--- src/design/greedy_box_suppression_defines.svh ---
// Assertion macros for the greedy box suppression block.
// Included by the top level; expects clk and rst_n in scope.
`ifndef GREEDY_BOX_SUPPRESSION_DEFINES_SVH
`define GREEDY_BOX_SUPPRESSION_DEFINES_SVH

// same-cycle implication, disabled during reset
`define GBS_ASSERT_IMP(label, ante, cons, msg) \
  label: assert property (@(posedge clk) disable iff (!rst_n) (ante) |-> (cons)) \
    else $error(msg);

// next-cycle implication, disabled during reset
`define GBS_ASSERT_NXT(label, ante, cons, msg) \
  label: assert property (@(posedge clk) disable iff (!rst_n) (ante) |=> (cons)) \
    else $error(msg);

`endif

--- src/design/gbs_pkg.sv ---
// Shared types for the greedy box suppression block.
// No dependencies; used by the overlap pipeline and the top level.
package gbs_pkg;

  typedef struct packed {
    logic signed [14:0] x;
    logic signed [14:0] y;
    logic        [13:0] w;
    logic        [13:0] h;
  } box_t;

  typedef enum logic [1:0] {
    ST_IDLE,
    ST_SCAN,
    ST_DRAIN,
    ST_DONE
  } gbs_state_t;

  typedef struct packed {
    logic busy;
    logic hit;
  } pipe_stat_t;

endpackage

--- src/design/gbs_iou_pipe.sv ---
// Four-stage overlap test of the current box against one kept box per cycle.
// Depends on gbs_pkg for box_t and pipe_stat_t.
module gbs_iou_pipe (
  input  logic               clk,
  input  logic               rst_n,
  input  logic               kept_vld,
  input  gbs_pkg::box_t      kept_box,
  input  gbs_pkg::box_t      cur_box,
  input  logic        [15:0] iou_threshold,
  output gbs_pkg::pipe_stat_t stat
);
  import gbs_pkg::*;

  logic v1_r, v2_r, v3_r, v4_r;

  // stage 1: overlap extents
  logic signed [15:0] c_x0, c_x1, k_x0, k_x1, c_y0, c_y1, k_y0, k_y1;
  logic signed [15:0] min_x1, max_x0, min_y1, max_y0;
  logic signed [16:0] ow_s, oh_s;
  logic        [13:0] ow_nxt, oh_nxt;
  logic        [13:0] ow_r, oh_r, kw_r, kh_r;

  // stage 2..4
  logic [27:0] area_cur_r;
  logic [27:0] inter_r, ak_r;
  logic [27:0] inter_c_r;
  logic [28:0] uni_r;
  logic [43:0] lhs_r;
  logic [44:0] prod_r;

  always_comb begin
    c_x0 = {cur_box.x[14], cur_box.x};
    c_y0 = {cur_box.y[14], cur_box.y};
    k_x0 = {kept_box.x[14], kept_box.x};
    k_y0 = {kept_box.y[14], kept_box.y};
    c_x1 = c_x0 + signed'({2'b00, cur_box.w});
    c_y1 = c_y0 + signed'({2'b00, cur_box.h});
    k_x1 = k_x0 + signed'({2'b00, kept_box.w});
    k_y1 = k_y0 + signed'({2'b00, kept_box.h});
    min_x1 = (c_x1 < k_x1) ? c_x1 : k_x1;
    max_x0 = (c_x0 > k_x0) ? c_x0 : k_x0;
    min_y1 = (c_y1 < k_y1) ? c_y1 : k_y1;
    max_y0 = (c_y0 > k_y0) ? c_y0 : k_y0;
    ow_s = {min_x1[15], min_x1} - {max_x0[15], max_x0};
    oh_s = {min_y1[15], min_y1} - {max_y0[15], max_y0};
    // a positive extent never exceeds the narrower box, so 14 bits hold it
    ow_nxt = (!ow_s[16] && (ow_s != 17'sd0)) ? ow_s[13:0] : 14'd0;
    oh_nxt = (!oh_s[16] && (oh_s != 17'sd0)) ? oh_s[13:0] : 14'd0;
  end

  always_ff @(posedge clk) begin
    if (!rst_n) begin
      v1_r <= 1'b0;
      v2_r <= 1'b0;
      v3_r <= 1'b0;
      v4_r <= 1'b0;
    end else begin
      v1_r <= kept_vld;
      v2_r <= v1_r;
      v3_r <= v2_r;
      v4_r <= v3_r;
    end
  end

  always_ff @(posedge clk) begin
    area_cur_r <= cur_box.w * cur_box.h;
    ow_r       <= ow_nxt;
    oh_r       <= oh_nxt;
    kw_r       <= kept_box.w;
    kh_r       <= kept_box.h;
    inter_r    <= ow_r * oh_r;
    ak_r       <= kw_r * kh_r;
    uni_r      <= {1'b0, area_cur_r} + {1'b0, ak_r} - {1'b0, inter_r};
    inter_c_r  <= inter_r;
    prod_r     <= iou_threshold * uni_r;
    lhs_r      <= {inter_c_r, 16'h0000};
  end

  assign stat.busy = v1_r | v2_r | v3_r | v4_r;
  assign stat.hit  = v4_r && ({1'b0, lhs_r} > prod_r);

endmodule

--- config.mk ---
export PLATFORM = sky130hd
export DESIGN_NAME = gbs_iou_pipe
export DESIGN_NICKNAME = d
export VERILOG_FILES = /design/src/design/greedy_box_suppression_defines.svh /design/src/design/gbs_pkg.sv /design/src/design/gbs_iou_pipe.sv
export SDC_FILE = /design/constraint.sdc
export NUM_CORES = 2
export LEC_CHECK = 0
export ABC_CLOCK_PERIOD_IN_PS = 18300
export BUFFER_PORTS_ARGS = -buffer_cell sky130_fd_sc_hd__buf_2
export CORE_MARGIN = 2
export CORE_UTILIZATION = 40
export CTS_CLUSTER_DIAMETER = 150
export DETAILED_ROUTE_END_ITERATION = 12
export HOLD_SLACK_MARGIN = 0.08
export RECOVER_POWER = 25
export SLEW_MARGIN = 10
export SYNTH_ARGS = -nofsm -noshare
export SYNTH_HDL_FRONTEND = slang
export SYNTH_SLANG_ARGS = --single-unit
--- constraint.sdc ---
create_clock -name clk -period 18.3 [get_ports clk]
set_clock_uncertainty 0.15 [all_clocks]
set_input_delay 2.745 -clock clk [delete_from_list [all_inputs] [get_ports clk]]
set_output_delay 2.745 -clock clk [all_outputs]
set_load 0.02 [all_outputs]
# Word-level counts from Yosys, hierarchy flattened
# Cells that the tools add are included.
# op_classes
bitwise_logic,3
add_sub_neg,8
magnitude_cmp,5
n_mux,4
mul,4
n_reduce_logical,7
# ops
op,n
14-bit by 14-bit multiplier with 28-bit output,3
15-bit by 15-bit adder with 16-bit output,4
16-bit 2-to-1 mux,4
44-bit by 45-bit greater-than comparator with 1-bit output,1
16-bit by 29-bit multiplier with 45-bit output,1
17-bit nonzero test,2
16-bit by 16-bit subtractor with 17-bit output,2
16-bit less-than comparator,2
15-bit greater-than comparator,2
28-bit by 28-bit adder with 29-bit output,1
29-bit by 28-bit subtractor with 29-bit output,1
1-bit logical AND,3
1-bit bitwise OR,3
1-bit zero test,2
# word_totals
ff_bits,274
elab_cells,46
input_bits,135

# Longest topological paths before layout
# depth
depth_word,6
mapped_depth,34
depth_no_buf,32

# Least setup slack after synthesis
# OpenSTA, ideal clock, no wires.
# synth_timing
path_type,input to register
start,in cur_box[0] in the netlist's numbering
end,reg oh_r[9]
cell_stages,34
setup_time_ns,0.080
arrival_time_ns,9.184
path_buffers,2
path_slack_ns,8.886
path_cell_list,ha_1 > fa_1 > a21o_2 > a21oi_1 > o21bai_1 > a211oi_1 > o31ai_1 > a2111o_1 > a31o_2 > a21oi_1 > xor2_1 > inv_1 > ha_1 > nand4_1 > nor3_1 > nor2b_1 > o21ai_0 > o221a_2 > o21ai_4 > buf_12 > mux2i_1 > ha_1 > fa_1 > nor2b_1 > o21ai_0 > a21boi_0 > o21a_1 > o21ai_0 > a21oi_1 > a21oi_1 > o211ai_1 > o311ai_0 > clkbuf_1 > nor3b_1
# synth_between
elab_chain_len,6
# synth_lines
element,line_no,text
start: declaration,gbs_iou_pipe.sv:8,"input gbs_pkg::box_t cur_box,"
15-bit by 15-bit adder with 16-bit output *,gbs_iou_pipe.sv:37,"c_y1 = c_y0 + signed'({2'b00, cur_box.h});"
16-bit less-than comparator,gbs_iou_pipe.sv:42,min_y1 = (c_y1 < k_y1) ? c_y1 : k_y1;
16-bit 2-to-1 mux *,gbs_iou_pipe.sv:42,
16-bit by 16-bit subtractor with 17-bit output *,gbs_iou_pipe.sv:45,"oh_s = {min_y1[15], min_y1} - {max_y0[15], max_y0};"
17-bit nonzero test or 1-bit zero test (tied branches),gbs_iou_pipe.sv:48,oh_nxt = (!oh_s[16] && (oh_s != 17'sd0)) ? oh_s[13:0] : 14'd0;
1-bit logical AND,gbs_iou_pipe.sv:48,
end signal: assignment,gbs_iou_pipe.sv:68,oh_r <= oh_nxt;
end: declaration,gbs_iou_pipe.sv:21,"logic [13:0] ow_r, oh_r, kw_r, kh_r;"
# Mark *: on every way between the ends. The rest lies on a longest branch, timed or not.
# A chain may end at the register's enable or synchronous reset.

# Final worst setup path
# layout_timing
start,in cur_box[0] in the netlist's numbering
end,reg oh_r[13]
# The elaborated chain is that of the path after synthesis.

==> key figures <==
Run status
  – Status: completed

Global route
  – Largest net degree at the start of global routing: 30
  – First-pass GRT wire length: 202000 µm
  – Initial antenna violation count: 7
  – Total gr overflow: 0
  – Gr usage total: 0.208
  – Vias in the first global route: between 30000 and 40000

Drt
  – DR pass1 iterations: 6
  – WL/cell: 17.8 µm
  – Antenna Nets Post-Route: 0
  – 1st-iter DRT viols: 1837
  – Via-per-instance ratio: 5.03
  – Total Wirelength: around 120000 µm
  – Via count: about 35000
  – Remaining DRCs: 0

Logic synthesis
  – Synth cell types: 76
  – Post-synth top area share: 0.347
  – Async S/R FF share, synth: 0
  – Synth Warn #: 0
  – Most frequent cells after synthesis: inv_1, fa_1, nand2_1
  – Post-synth EDFFs: 0
  – Syn_area_per_cell: about 9 µm²
  – Main area contributors after synthesis: fa_1, ha_1, dfxtp_1, inv_1, nand2_1
  – #FFs+latches synth: 274
  – Syn Inst Count: 5355
  – Top_reg_cell synth: dfxtp_1
  – Area leader, netlist: fa_1
  – Synth Cell Area: 48100 µm²
  – Register area share after synthesis: 0.114
  – Count leader, synth: inv_1
  – Post-Syn Nets: 6919

Floorplan
  – Rows: about 130
  – Starting Density: 0.402
  – Die ar.: 123000 µm²
  – Die X: 351 µm
  – Core ar.: 120000 µm²
  – Number of I/O pins: approximately 140
  – Die Y: 351 µm

Final layout
  – Final net count: 6926
  – P&R area growth vs syn: 6.93%
  – Layout cell share with drive strength beyond 1: 0.0492
  – Fin util: 0.430
  – Number of fill cells in the layout: ~12000

Worst hold path
  – Worst min-delay path category: register to register
  – Hold Path Origin: inter_c_r[5]$_DFF_P_
  – Hold Path Cell Cnt: 0
  – Worst Hold End: lhs_r[21]$_DFF_P_

Setup path
  – Worst setup EP type: register
  – Reg2Reg Capture Point: prod_r[41]$_DFF_P_
  – Slowest CP cell: o21ai_4
  – Arrival time worst endpoint: 10.15 ns
  – CP max stage delay: about 0.54 ns
  – Worst setup SP type: input pin
  – R2r setup slk: 11.05 ns
  – Worst reg2reg path depth: 23
  – R2r startpoint: uni_r[12]$_DFF_P_
  – Setup CP Type: input pin to register
  – Critical path required time: 18.61 ns
  – CP dominant cell by count: a21oi_1
  – Crit path max fanout: 15

Timing
  – Achievable frequency: 102 MHz
  – Minimum clock period: 9.84 ns
  – Worst setup margin: 8.46 ns
  – Crit share post-route: 0.538
  – Slew @ Worst Pin: 1.04 ns
  – Slew margin rel.: 0.308
  – Final hold vios: 0
  – Min Hold Slack: between 0.15 and 0.2 ns
  – Unrepaired setup endpoints after global routing: false
  – Final TNS setup: 0 ns
  – Max Slew Vio Count: 0
  – Setup violators final: 0

Flow run
  – Maxcap violations: 0

Clocking
  – Postcts setup bufs: 0
  – Max clock buf depth: 3
  – Clk_lat worst skew: 0.57 ns
  – CTS sink cnt: 274
  – CTS tree: yes
  – Post-CTS sizing: 0
  – CTS Root Buffer Type: clkbuf_16
  – CTS Hold Bufs: 0
  – Clock slew at reported path FFs: 0.06 ns
  – Number of CTS-inserted buffers: 36
  – H-tree depth: 2

Placement
  – HPWL after detailed placement: 101000 µm
  – Pre-CTS setup slack: 7.90 ns
  – PortBufs: 136
  – RePlAce Congestion: 0.932
-- state kept, by name (all words and copies together) (netlist names), 14 cells and up --
register,cells
prod_r,45
oh_r,14
ak_r,28
kh_r,14
uni_r,29
kw_r,14
ow_r,14
inter_c_r,28
area_cur_r,28
inter_r,28
lhs_r,28
-- how the worst max path moves through the flow --
stage	from	end	slack [ns]	cells after the start
floorplan	cur_box[0]	oh_r[9]$_SDFF_PN0_	8.89	34
detailed placement	cur_box[0]	oh_r[13]$_SDFF_PN0_	7.90	33
global route	cur_box[0]	oh_r[13]$_SDFF_PN0_	7.73	33
global placement	cur_box[0]	oh_r[13]$_SDFF_PN0_	7.88	33
CTS	cur_box[0]	oh_r[13]$_SDFF_PN0_	8.46	33
finish	cur_box[0]	oh_r[13]$_SDFF_PN0_	8.46	33
-- stage by stage --
step,cells,area [µm²]
final,7006,51400
after floorplan,5355,48100
after global routing,7006,51400
after detailed placement,6936,50200
after CTS,7002,51400
after global placement,6936,50200
-- critical path: cells and delay by family --
| kind | cells | cell delay [ns] |
|---|---|---|
| AO/OA/AOI/OAI | 19 | 4.21 |
| buffers and inverters | 2 | 0.24 |
| AND/OR/NAND/NOR | 5 | 0.93 |
| adder cells (fa/ha/maj) | 5 | 1.63 |
| multiplexers | 1 | 0.16 |
| XOR/XNOR | 1 | 0.21 |
-- cells in the final DEF (no fill, tap or decap), types with 7 or more instances in the layout --
cell,count
a211oi_1,23
a21boi_0,9
a21o_1,104
a21oi_1,184
a221oi_1,18
a31oi_1,15
a41o_1,7
and2_1,401
and3_1,25
buf_2,135
buf_4,12
clkbuf_16,36
clkinv_2,8
dfxtp_1,274
fa_1,833
ha_1,596
inv_1,1093
mux2_2,19
mux2i_1,44
nand2_1,723
nand2b_1,42
nand3_1,31
nand4_1,20
nor2_1,140
nor2b_1,39
nor3_1,37
nor4_1,7
o211ai_1,12
o21a_1,32
o21ai_0,104
o21bai_1,23
o31ai_1,11
or2_2,10
or3_1,8
xnor2_1,140
xor2_1,58
-- cells by family (layout without fill, tap and decap cells) --
group | after synthesis | in the layout | synth area share
fa+ha+maj | 1429 | 1429 | 0.502
mux | 66 | 66 | 0.0145
compound gates | 609 | 609 | 0.0835
xor+xnor | 198 | 198 | 0.0361
flops | 274 | 274 | 0.114
other cells | 0 | 4 | 0
simple gates | 1507 | 1507 | 0.150
buf+inv | 1272 | 1307 | 0.0997
-- layer usage --
layer,wire length [µm],GRT usage,share of wire
met3,5970,0.0207,0.048
met5,0,0,0
met4,3590,0.0609,0.029
met1,56400,0.282,0.45
met2,58400,0.353,0.47
-- area by class of cell --
| cell class | instances | area, µm² | share of cell area |
|---|---|---|---|
| tap | 1612 | 2020 | 0.0392 |
| timing repair buffer | 148 | 769 | 0.0150 |
| clock buffer | 41 | 960 | 0.0187 |
| antenna | 4 | 10.0 | 0.000195 |
| clock inverter | 25 | 259 | 0.00504 |
| sequential | 274 | 5490 | 0.107 |
| inverter | 1093 | 4100 | 0.0798 |
| multi-input combinational | 3809 | 37800 | 0.735 |
Power is not shown: default switching activity piles up to over one toggle a cycle in this logic, so the estimate is an artifact.
